**config.mk**
```make
export PLATFORM = sky130hd
export DESIGN_NAME = skyline_atlas_allocator_unit
export DESIGN_NICKNAME = d
export VERILOG_FILES = /design/src/hw/rtl/saa_pkg.sv /design/src/hw/rtl/saa_window_unit.sv /design/src/hw/rtl/skyline_atlas_allocator_unit.sv
export SDC_FILE = /design/constraint.sdc
export NUM_CORES = 2
export LEC_CHECK = 0
export BUFFER_PORTS_ARGS = -buffer_cell sky130_fd_sc_hd__buf_2
export CAP_MARGIN = 20
export CORE_MARGIN = 4
export CORE_UTILIZATION = 35
export CTS_CLUSTER_SIZE = 12
export DETAILED_ROUTE_END_ITERATION = 7
export PLACE_DENSITY = 0.51
export SKIP_LAST_GASP = 1
export SLEW_MARGIN = 20
export SYNTH_ARGS = -nofsm -noshare
export SYNTH_HDL_FRONTEND = slang
export SYNTH_SLANG_ARGS = --single-unit
```
**constraint.sdc**
```tcl
create_clock -name clk -period 16.2 [get_ports clk]
set_input_delay 3.24 -clock clk [delete_from_list [all_inputs] [get_ports clk]]
set_output_delay 3.24 -clock clk [all_outputs]
set_load 0.005 [all_outputs]
```
**src/hw/rtl/saa_pkg.sv**
```systemverilog
// ----------------------------------------------------------------------------
// saa_pkg
// Request and result types, action codes and scan control for the allocator.
// ----------------------------------------------------------------------------
`timescale 1ns / 1ps
`default_nettype none

package saa_pkg;

  localparam int RECT_W = 8;
  localparam int POS_W  = 7;
  localparam int USED_W = 8;

  localparam logic ACT_ALLOC = 1'b0;
  localparam logic ACT_CLEAR = 1'b1;

  typedef struct packed {
    logic              action;
    logic [RECT_W-1:0] rect_width;
    logic [RECT_W-1:0] rect_height;
  } saa_req_t;

  typedef struct packed {
    logic              ok;
    logic [POS_W-1:0]  pos_x;
    logic [POS_W-1:0]  pos_y;
    logic [USED_W-1:0] used_height;
  } saa_rsp_t;

  // Control from the sequencer to the window scan unit.
  typedef struct packed {
    logic suf_init;   // restart the block phase counter
    logic suf_step;   // right-to-left pass: column data valid
    logic pre_step;   // left-to-right pass: column and suffix data valid
    logic blk_first;  // data belongs to column zero
    logic win_ok;     // a whole window ends at this column
    logic win_first;  // first window of the pass
  } saa_scan_ctl_t;

endpackage

`default_nettype wire

```
**src/hw/rtl/saa_window_unit.sv**
```systemverilog
// ----------------------------------------------------------------------------
// saa_window_unit
// Sliding-window maximum over the skyline in two passes: block suffix maxima
// right to left, then block prefix maxima left to right, keeping the lowest
// window top and its leftmost position.
// ----------------------------------------------------------------------------
`timescale 1ns / 1ps
`default_nettype none

module saa_window_unit import saa_pkg::*; #(
  parameter int AW = 7,
  parameter int CW = 8,
  parameter int HW = 8
) (
  input  logic          clk,
  input  logic          rst,
  input  saa_scan_ctl_t ctl,
  input  logic [CW-1:0] rw,
  input  logic [HW-1:0] col_h,
  input  logic [HW-1:0] suf_h,
  input  logic [AW-1:0] win_x,
  output logic [HW-1:0] suf_val,
  output logic [HW-1:0] best,
  output logic [AW-1:0] best_x
);

  logic [HW-1:0] run;
  logic [CW-1:0] cnt;
  logic [CW-1:0] cnt_pre;
  logic [CW-1:0] rw_m1;
  logic          restart;
  logic [HW-1:0] run_max;
  logic [HW-1:0] run_new;
  logic [HW-1:0] win;

  // cnt is the distance to the right end of the column's block, modulo rw
  assign rw_m1   = rw - CW'(1);
  assign cnt_pre = (cnt == '0) ? rw_m1 : cnt - CW'(1);
  assign restart = ctl.suf_step ? (cnt == '0) : (ctl.blk_first || (cnt_pre == rw_m1));

  // shared max unit: running suffix in the first pass, running prefix in the second
  assign run_max = (col_h > run) ? col_h : run;
  assign run_new = restart ? col_h : run_max;
  assign suf_val = run_new;
  assign win     = (suf_h > run_new) ? suf_h : run_new;

  always_ff @(posedge clk) begin
    if (rst) begin
      cnt <= '0;
    end else if (ctl.suf_init) begin
      cnt <= '0;
    end else if (ctl.suf_step) begin
      run <= run_new;
      cnt <= (cnt == rw_m1) ? '0 : cnt + CW'(1);
    end else if (ctl.pre_step) begin
      run <= run_new;
      cnt <= cnt_pre;
      // strict compare keeps the leftmost of equal windows
      if (ctl.win_ok && (ctl.win_first || (win < best))) begin
        best   <= win;
        best_x <= win_x;
      end
    end
  end

endmodule

`default_nettype wire

```
**src/hw/rtl/skyline_atlas_allocator_unit.sv**
```systemverilog
// ----------------------------------------------------------------------------
// skyline_atlas_allocator_unit
// Skyline rectangle allocator for a fixed texture atlas.
// ----------------------------------------------------------------------------
// A request is taken when start is high and busy is low; its single result
// appears for one cycle with done and must be captured then, as the block
// cannot be stalled. For an allocate request the column height memory, with
// one read port, is swept once right to left and once left to right, then the
// chosen columns are written one per cycle. A rejected allocate (zero size or
// wider than the atlas) answers in the cycle after it is taken, and a failed
// fit after the two sweeps. A clear request zeroes the column heights. After
// reset the block likewise zeroes the column heights with busy high.
// ----------------------------------------------------------------------------
`timescale 1ns / 1ps
`default_nettype none

module skyline_atlas_allocator_unit import saa_pkg::*; #(
  parameter int ATLAS_WIDTH  = 128,
  parameter int ATLAS_HEIGHT = 128
) (
  input  logic     clk,
  input  logic     rst,
  input  logic     start,
  input  saa_req_t req,
  output logic     busy,
  output logic     done,
  output saa_rsp_t result
);

  localparam int AW = $clog2(ATLAS_WIDTH);
  localparam int CW = AW + 1;
  localparam int HW = $clog2(ATLAS_HEIGHT + 1);
  localparam int SW = ((HW > RECT_W) ? HW : RECT_W) + 1;
  localparam logic [CW-1:0] LAST_COL = CW'(ATLAS_WIDTH - 1);

  typedef enum logic [5:0] {
    ST_IDLE  = 6'b000001,
    ST_WIPE  = 6'b000010,
    ST_SUF   = 6'b000100,
    ST_PRE   = 6'b001000,
    ST_CHECK = 6'b010000,
    ST_FILL  = 6'b100000
  } state_t;

  state_t            state;
  logic [CW-1:0]     idx;
  logic              iss_on;
  logic              dv;
  logic [CW-1:0]     dk;
  logic [CW-1:0]     rw_q;
  logic [RECT_W-1:0] rh_q;
  logic [CW-1:0]     left;
  logic              emit_clear;
  logic [HW-1:0]     max_height;
  logic [HW-1:0]     top_q;

  logic [HW-1:0] col_mem [ATLAS_WIDTH];
  logic [HW-1:0] suf_mem [ATLAS_WIDTH];
  logic [HW-1:0] col_rd;
  logic [HW-1:0] suf_rd;

  logic          col_we;
  logic [HW-1:0] col_wd;
  logic          suf_we;
  logic [CW-1:0] suf_ra_full;
  logic [CW-1:0] win_x_full;
  logic [HW-1:0] suf_val;
  logic [HW-1:0] best;
  logic [AW-1:0] best_x;
  logic [SW-1:0] sum;
  logic          fits;
  logic          bad_req;
  saa_scan_ctl_t ctl;

  assign busy = (state != ST_IDLE);

  assign suf_ra_full = idx + CW'(1) - rw_q;
  assign win_x_full  = dk + CW'(1) - rw_q;

  assign col_we = (state == ST_WIPE) || (state == ST_FILL);
  assign col_wd = (state == ST_FILL) ? top_q : '0;
  assign suf_we = (state == ST_SUF) && dv;

  assign sum  = SW'(best) + SW'(rh_q);
  assign fits = (sum <= SW'(ATLAS_HEIGHT));

  assign bad_req = (req.rect_width == '0) || (req.rect_height == '0) ||
                   (int'(req.rect_width) > ATLAS_WIDTH);

  always_comb begin
    ctl.suf_init  = (state == ST_IDLE);
    ctl.suf_step  = (state == ST_SUF) && dv;
    ctl.pre_step  = (state == ST_PRE) && dv;
    ctl.blk_first = (dk == '0);
    ctl.win_ok    = ((dk + CW'(1)) >= rw_q);
    ctl.win_first = ((dk + CW'(1)) == rw_q);
  end

  always_ff @(posedge clk) begin
    if (col_we) begin
      col_mem[idx[AW-1:0]] <= col_wd;
    end
    col_rd <= col_mem[idx[AW-1:0]];
  end

  always_ff @(posedge clk) begin
    if (suf_we) begin
      suf_mem[dk[AW-1:0]] <= suf_val;
    end
    suf_rd <= suf_mem[suf_ra_full[AW-1:0]];
  end

  saa_window_unit #(
    .AW (AW),
    .CW (CW),
    .HW (HW)
  ) u_saa_window_unit (
    .clk     (clk),
    .rst     (rst),
    .ctl     (ctl),
    .rw      (rw_q),
    .col_h   (col_rd),
    .suf_h   (suf_rd),
    .win_x   (win_x_full[AW-1:0]),
    .suf_val (suf_val),
    .best    (best),
    .best_x  (best_x)
  );

  always_ff @(posedge clk) begin
    if (rst) begin
      state      <= ST_WIPE;
      idx        <= '0;
      iss_on     <= 1'b0;
      dv         <= 1'b0;
      emit_clear <= 1'b0;
      max_height <= '0;
      done       <= 1'b0;
    end else begin
      done <= 1'b0;
      case (state)
        ST_IDLE: begin
          if (start) begin
            rw_q <= CW'(req.rect_width);
            rh_q <= req.rect_height;
            if (req.action == ACT_CLEAR) begin
              state      <= ST_WIPE;
              idx        <= '0;
              emit_clear <= 1'b1;
              max_height <= '0;
            end else if (bad_req) begin
              done               <= 1'b1;
              result.ok          <= 1'b0;
              result.pos_x       <= '0;
              result.pos_y       <= '0;
              result.used_height <= USED_W'(max_height);
            end else begin
              state  <= ST_SUF;
              idx    <= LAST_COL;
              iss_on <= 1'b1;
              dv     <= 1'b0;
            end
          end
        end
        ST_WIPE: begin
          if (idx == LAST_COL) begin
            state <= ST_IDLE;
            if (emit_clear) begin
              done               <= 1'b1;
              result.ok          <= 1'b1;
              result.pos_x       <= '0;
              result.pos_y       <= '0;
              result.used_height <= '0;
            end
          end else begin
            idx <= idx + CW'(1);
          end
        end
        ST_SUF: begin
          dv <= iss_on;
          dk <= idx;
          if (iss_on) begin
            if (idx == '0) begin
              iss_on <= 1'b0;
            end else begin
              idx <= idx - CW'(1);
            end
          end
          // hand over to the left-to-right pass once column zero is in
          if (dv && (dk == '0)) begin
            state  <= ST_PRE;
            idx    <= '0;
            iss_on <= 1'b1;
            dv     <= 1'b0;
          end
        end
        ST_PRE: begin
          dv <= iss_on;
          dk <= idx;
          if (iss_on) begin
            if (idx == LAST_COL) begin
              iss_on <= 1'b0;
            end else begin
              idx <= idx + CW'(1);
            end
          end
          if (dv && (dk == LAST_COL)) begin
            state <= ST_CHECK;
            dv    <= 1'b0;
          end
        end
        ST_CHECK: begin
          if (fits) begin
            state <= ST_FILL;
            top_q <= HW'(sum);
            idx   <= CW'(best_x);
            left  <= rw_q;
            if (HW'(sum) > max_height) begin
              max_height <= HW'(sum);
            end
          end else begin
            state              <= ST_IDLE;
            done               <= 1'b1;
            result.ok          <= 1'b0;
            result.pos_x       <= '0;
            result.pos_y       <= '0;
            result.used_height <= USED_W'(max_height);
          end
        end
        ST_FILL: begin
          idx  <= idx + CW'(1);
          left <= left - CW'(1);
          if (left == CW'(1)) begin
            state              <= ST_IDLE;
            done               <= 1'b1;
            result.ok          <= 1'b1;
            result.pos_x       <= POS_W'(best_x);
            result.pos_y       <= POS_W'(best);
            result.used_height <= USED_W'(max_height);
          end
        end
        default: begin
          state <= ST_IDLE;
        end
      endcase
    end
  end

endmodule

`default_nettype wire

```
# Word-level counts from Yosys, hierarchy flattened
# Memory sizes are Yosys's and may differ from the RTL's. A register that Yosys moved wholly into a read port is not among the register bits.
# Cells that the tools add are included.
# totals
regBits	120
ramBits	2048
in_bits	20
output_inout_bits	25
word_cells	179
memories	2
# memory_table
memory	depth	word_bits	read_ports	rd_ports_with_merged_regs	wr	line_no	source
col_mem	128	8	1	1	1	skyline_atlas_allocator_unit.sv:57	logic [HW-1:0] col_mem [ATLAS_WIDTH];
suf_mem	128	8	1	1	1	skyline_atlas_allocator_unit.sv:58	logic [HW-1:0] suf_mem [ATLAS_WIDTH];
# classes
add_sub_neg	10
order_cmp	7
eq_ne	30
n_mux	72
n_bitwise	3
n_reduce_logical	35
# ops
operator	n
8-bit two-way mux	24
23-bit two-way mux	7
23-bit case mux with 4 select lines	1
6-bit two-way mux	8
8-bit case mux with 6 select lines	1
8-bit zero test	5
6-bit case mux with 6 select lines	1
8-bit case mux with 2 select lines	2
8-bit by 1-bit subtractor with 8-bit output, second input constant	4
1-bit two-way mux	25
8-bit by 1-bit adder with 8-bit output, second input constant	3
8-bit equality test	3
8-bit > comparator	3
2-bit inequality test, second input constant	10
8-bit by 7-bit equality test with 1-bit output, second input constant	2
3-bit AND reduction	5
7-bit subtractor	2
5-bit AND reduction	2
8-bit by 8-bit adder with 9-bit output	1
9-bit by 8-bit less-or-equal comparator with 1-bit output, second input constant	1
9-bit AND reduction	1
8-bit by 1-bit equality test with 1-bit output, second input constant	1
8-bit >= comparator	1
8-bit > comparator, second input constant	1
other kinds (25)	43

# Longest topological paths before layout
# logic_depth
depth_word	12
ltp_mapped	30
ltp_nobuf	28

# By module
# Synthesis repeated with hierarchy kept, for this count alone.
# unflattened
cells_unflattened	4655
area_unflattened_um2	86321.5
# by_module_without_submodules
mod	n_inst	cells_each	area_each_um2	seq_area_each_um2
skyline_atlas_allocator_unit	1	4353	83622.7	64231.6
saa_window_unit	1	302	2698.8	850.8

# Least setup slack after synthesis
# No wires, ideal clock.
# synth_timing
kind	register -> register
from	reg u_saa_window_unit.run[2]
to	reg u_saa_window_unit.best[0] (enable)
setup_time_ps	390
arrival_time_ps	11107
required_ps	15810
setup_slack_ps	4704
stages_incl_launch_ff	29
path_buffers	2
synth_period_minus_slack_ps	11496
cell_sequence	edfxtp_1 -> inv_1 -> ha_1 -> and4b_1 -> a211oi_1 -> o211ai_1 -> a221oi_1 -> o41ai_4 -> clkbuf_1 -> o21ai_0 -> inv_1 -> ha_1 -> a21oi_1 -> nor2b_1 -> o21ai_0 -> nand2b_1 -> a21oi_1 -> nor2_1 -> a21boi_1 -> and3_1 -> buf_6 -> mux2_4 -> ha_1 -> o21a_1 -> o21ai_0 -> or2_2 -> a41oi_1 -> nand2b_1 -> o311ai_2
# synth_via
elab_chain_len	9
# synth_lines
element	line_no	source
start, declared	saa_window_unit.sv:27	logic [HW-1:0] run;
start signal, assigned	saa_window_unit.sv:53	run <= run_new;
start signal, assigned	saa_window_unit.sv:56	run <= run_new;
8-bit > comparator	saa_window_unit.sv:42	assign run_max = (col_h > run) ? col_h : run;
8-bit two-way mux	saa_window_unit.sv:42	
8-bit two-way mux	saa_window_unit.sv:43	assign run_new = restart ? col_h : run_max;
via suf_val[4]	skyline_atlas_allocator_unit.sv:67	logic [HW-1:0] suf_val;
8-bit > comparator	saa_window_unit.sv:45	assign win = (suf_h > run_new) ? suf_h : run_new;
8-bit two-way mux	saa_window_unit.sv:45	
via u_saa_window_unit.win[3]	saa_window_unit.sv:34	logic [HW-1:0] win;
8-bit less-than comparator	saa_window_unit.sv:59	if (ctl.win_ok && (ctl.win_first || (win < best))) begin
1-bit logical OR	saa_window_unit.sv:59	
1-bit logical AND	saa_window_unit.sv:59	
5-bit AND reduction (no line)	n/a	
end signal, assigned	saa_window_unit.sv:60	best <= win;
end, declared	saa_window_unit.sv:23	output logic [HW-1:0] best,
# The timed path passes the listed nets, and every way through them passes these cells.
# A chain may end at the register's enable or synchronous reset.

# Worst setup path after layout
# layout_timing
from	reg rw_q[0]
to	reg u_saa_window_unit.best_x[6] (enable)
# layout_via
elab_chain_len	12
word_cells_on_any_way	14
classes_between	add/sub: 1; order compare: 3; eq/ne: 2; mux: 4; reduce/logical: 4
# layout_lines
element	line_no	source
start, declared	skyline_atlas_allocator_unit.sv:50	logic [CW-1:0] rw_q;
start signal, assigned	skyline_atlas_allocator_unit.sv:144	rw_q <= CW'(req.rect_width);
8-bit by 1-bit subtractor with 8-bit output (*)	saa_window_unit.sv:37	assign rw_m1 = rw - CW'(1);
8-bit two-way mux	saa_window_unit.sv:38	assign cnt_pre = (cnt == '0) ? rw_m1 : cnt - CW'(1);
8-bit equality test (*)	saa_window_unit.sv:39	assign restart = ctl.suf_step ? (cnt == '0) : (ctl.blk_first || (cnt_pre == rw_m1));
1-bit logical OR (*)	saa_window_unit.sv:39	
1-bit two-way mux (*)	saa_window_unit.sv:39	
8-bit two-way mux (*)	saa_window_unit.sv:43	
via suf_val[4]	skyline_atlas_allocator_unit.sv:67	
8-bit > comparator (*)	saa_window_unit.sv:45	
8-bit two-way mux (*)	saa_window_unit.sv:45	
via u_saa_window_unit.win[3]	saa_window_unit.sv:34	
8-bit less-than comparator (*)	saa_window_unit.sv:59	
1-bit logical OR (*)	saa_window_unit.sv:59	
1-bit logical AND (*)	saa_window_unit.sv:59	
5-bit AND reduction (no line) (*)	n/a	
end signal, assigned	saa_window_unit.sv:61	best_x <= win_x;
end, declared	saa_window_unit.sv:24	output logic [AW-1:0] best_x
# The timed path passes the listed nets; every way through them passes the cells marked *.

==> impl_metrics.tcl <==
set metrics [dict create \
    post-route-util 0.397 \
    rr_endpoint "u_saa_window_unit.best_x[6]" \
    antenna_found_initial 8 \
    p_leak_nw 27.3 \
    cts_tree "built" \
    min_path_cells 2 \
    post_cts_buffers 0 \
    holdCritStartpoint "max_height[6]" \
    path_max_fanout 43 \
    max_stage_delay_ps 730 \
    hold_viol 0 \
    r2r_start "rw_q[0]" \
    synth_top_area_frac 0.755 \
    path_class "reg -> reg" \
    syn_to_final_growth_pct 12.6 \
    critPathMostFrequentCell "ha_1" \
    synth_cell_types 75 \
    cts_htree_levels 4 \
    fin_setup_tns_ps 0 \
    cts_hold_buf 0 \
    rr_worst_depth 29 \
    portBuffers 44 \
    fin_crit_ps 7860 \
    cp_slowest_cell "o311ai_4" \
    cts.sinks 2184 \
    drt-initial-drc-count 4552 \
    cts_root_buffer "clkbuf_16" \
    met2_usage 0.280 \
    grt_pass1_wl_mm 330 \
    cts_buffer_depth 3 \
    grtUsageMet1 0.267 \
    grt_max_degree 102 \
    report.final.setup_viol 0 \
    dp_hpwl_mm 137 \
    synth-edff-count 2134 \
    slew_violations 0 \
    synth_top_cell_by_area "edfxtp_1" \
    maxCapViolations 0 \
    p_total_w 0.0161 \
    core_area_mm2 0.241 \
    routed_via_density 5.59 \
    die_area_mm2 0.250 \
    r2r_slack_ps 8340 \
    timing.slew.headroom 0.148 \
    holdPathEnd "max_height[6]" \
    grt_pass1_vias 43642 \
    numCtsBuffers 215 \
    grt_busiest_layer "met2" \
    wl_per_cell_um 29.2 \
    place.gp.congestion 0.790 \
    syn_nets 4597 \
    fp.dieW_um 500 \
    period_share 0.485 \
    initial_utilization 0.352 \
    rsz0062_at_grt "no" \
    grt_remaining_overflow 0 \
    drive_gt1_frac 0.166 \
    finalClockSkew_ps 53.0 \
    ant_nets 0 \
    fp-row-count 180 \
    synth_area_mm2 0.0848 \
    tightest_slew_ps 1270 \
    fillers 21527 \
    hp-class "reg -> reg" \
    ctsResizeCount 0 \
    cp-end-kind "register" \
    critPathBufInv 4 \
    power_density_mw_per_mm2 169 \
    synth_seq_area_share 0.767 \
    fp.dieH_um 500 \
    drc 0 \
    grtUsageTotal 0.181 \
    synth_flop_cell "edfxtp_1" \
    met3_usage 0.0322 \
    clock.fmax_ghz 0.127 \
    cp.required_ps 16670 \
    yosys_warnings 0 \
    ir_drop_v 0.000176 \
    clk_latency_ps 890 \
    vias 44303 \
    syn_area_per_cell_um2 18.8 \
    start_kind "register" \
    cpLargestDelayFamily "compound AO/OA/AOI/OAI gates" \
    arrival_ps 8330 \
    routed_wl_mm 232 \
    ios 45 \
    async_flop_share 0 \
    outcome "completed" \
    path_clk_slew_ps 60 \
    ys_ff_latch 2184 \
    netlist_instances 4513 \
    finalNetCount 4684 \
    synthTopCellsByArea "edfxtp_1 (76%), mux4_2 (8.6%), a22oi_1 (3.6%), nor2_1 (1.4%), dfxtp_1 (1.2%)" \
    drt_pass1_iterations 5 \
]
## worst max-delay path by stage
stage                        startpoint                           to  cells after the start
3_5_place_dp                    rw_q[0]  u_saa_window_unit.best_x[0]                     29
3_3_place_gp                    rw_q[0]  u_saa_window_unit.best_x[0]                     29
6_report                        rw_q[0]  u_saa_window_unit.best_x[6]                     29
2_1_floorplan  u_saa_window_unit.run[2]    u_saa_window_unit.best[0]                     28
5_1_grt                         rw_q[0]  u_saa_window_unit.best_x[6]                     29
4_1_cts                         rw_q[0]  u_saa_window_unit.best_x[6]                     29
## cell usage in the layout, fill, tap and decap left out, drive strengths merged, types with 26 or more instances in the layout
| cell type | netlist | final |
|---|---|---|
| edfxtp | 2134 | 2134 |
| ha | 61 | 61 |
| nor2b | 26 | 26 |
| nand4 | 57 | 57 |
| nand2 | 92 | 92 |
| clkbuf | 201 | 289 |
| a21oi | 59 | 59 |
| inv | 65 | 68 |
| and2 | 26 | 26 |
| nor2 | 319 | 319 |
| a211oi | 34 | 34 |
| dfxtp | 50 | 50 |
| a22oi | 405 | 405 |
| buf | 69 | 140 |
| xor2 | 28 | 28 |
| nand3 | 51 | 51 |
| a31oi | 36 | 36 |
| a22o | 57 | 57 |
| o21ai | 45 | 45 |
| xnor2 | 39 | 39 |
| a41oi | 43 | 43 |
| clkinv | 0 | 52 |
| mux4 | 324 | 324 |
| a221oi | 64 | 64 |
| mux2i | 29 | 29 |
## cells by family after synthesis
| logic type | count (synthesis) | synth area share |
|---|---|---|
| compound gates | 812 | 0.0716 |
| xor+xnor | 68 | 0.00718 |
| fa+ha+maj | 64 | 0.00970 |
| buf+inv | 335 | 0.0151 |
| flops | 2184 | 0.767 |
| mux | 361 | 0.0908 |
| simple gates | 689 | 0.0385 |
## tightest hold or removal path, stage by stage, from the launching register on
cell     delay, ps
dfxtp_1        320
nand2_1         50
mux2i_1         50
## where the power goes
group	switching, W	total, W	leakage, nW	internal [W]
combinational	0.00296	0.00472	6.59	0.00175
sequential	0.0000796	0.00677	17.6	0.00669
clock	0.00212	0.00466	3.08	0.00253
## per-layer routing
metal  wire (um)  part of all wire
met2      108000              0.46
met3       15600             0.067
met4        4670             0.020
met5           0                 0
met1      104000              0.45
## cells in the mapped netlist, types with 50 or more instances
cell / n
a22o_1: 57
edfxtp_1: 2134
buf_1: 58
clkbuf_1: 201
nand4_1: 57
dfxtp_1: 50
nand3_1: 51
mux4_2: 324
ha_1: 61
inv_1: 64
nand2_1: 92
a21oi_1: 59
a221oi_1: 64
nor2_1: 319
a22oi_1: 405
## area by class of cell
| cell class | count | area (um2) | share of cell area |
|---|---|---|---|
| Antenna cell | 5 | 12.5 | 0.000131 |
| Tap cell | 3185 | 3990 | 0.0417 |
| Clock inverter | 60 | 693 | 0.00726 |
| Sequential cell | 2184 | 65100 | 0.682 |
| Inverter | 65 | 246 | 0.00258 |
| Clock buffer | 289 | 5720 | 0.0599 |
| Multi-Input combinational cell | 1994 | 18700 | 0.196 |
| Timing Repair Buffer | 140 | 1040 | 0.0108 |
## through the flow
stage / cells / setup WS, ps / hold WS [ps] / area (um2)
floorplan: 4513 / 4700 / 406 / 84800
global placement: 7566 / 7900 / 455 / 89000
detailed placement: 7566 / 8260 / 463 / 89000
CTS: 7915 / 8250 / 472 / 95400
global route: 7918 / 7650 / 495 / 95500
finish: 7922 / 8340 / 472 / 95500
No activity file was read; power rests on OpenSTA's default activity.
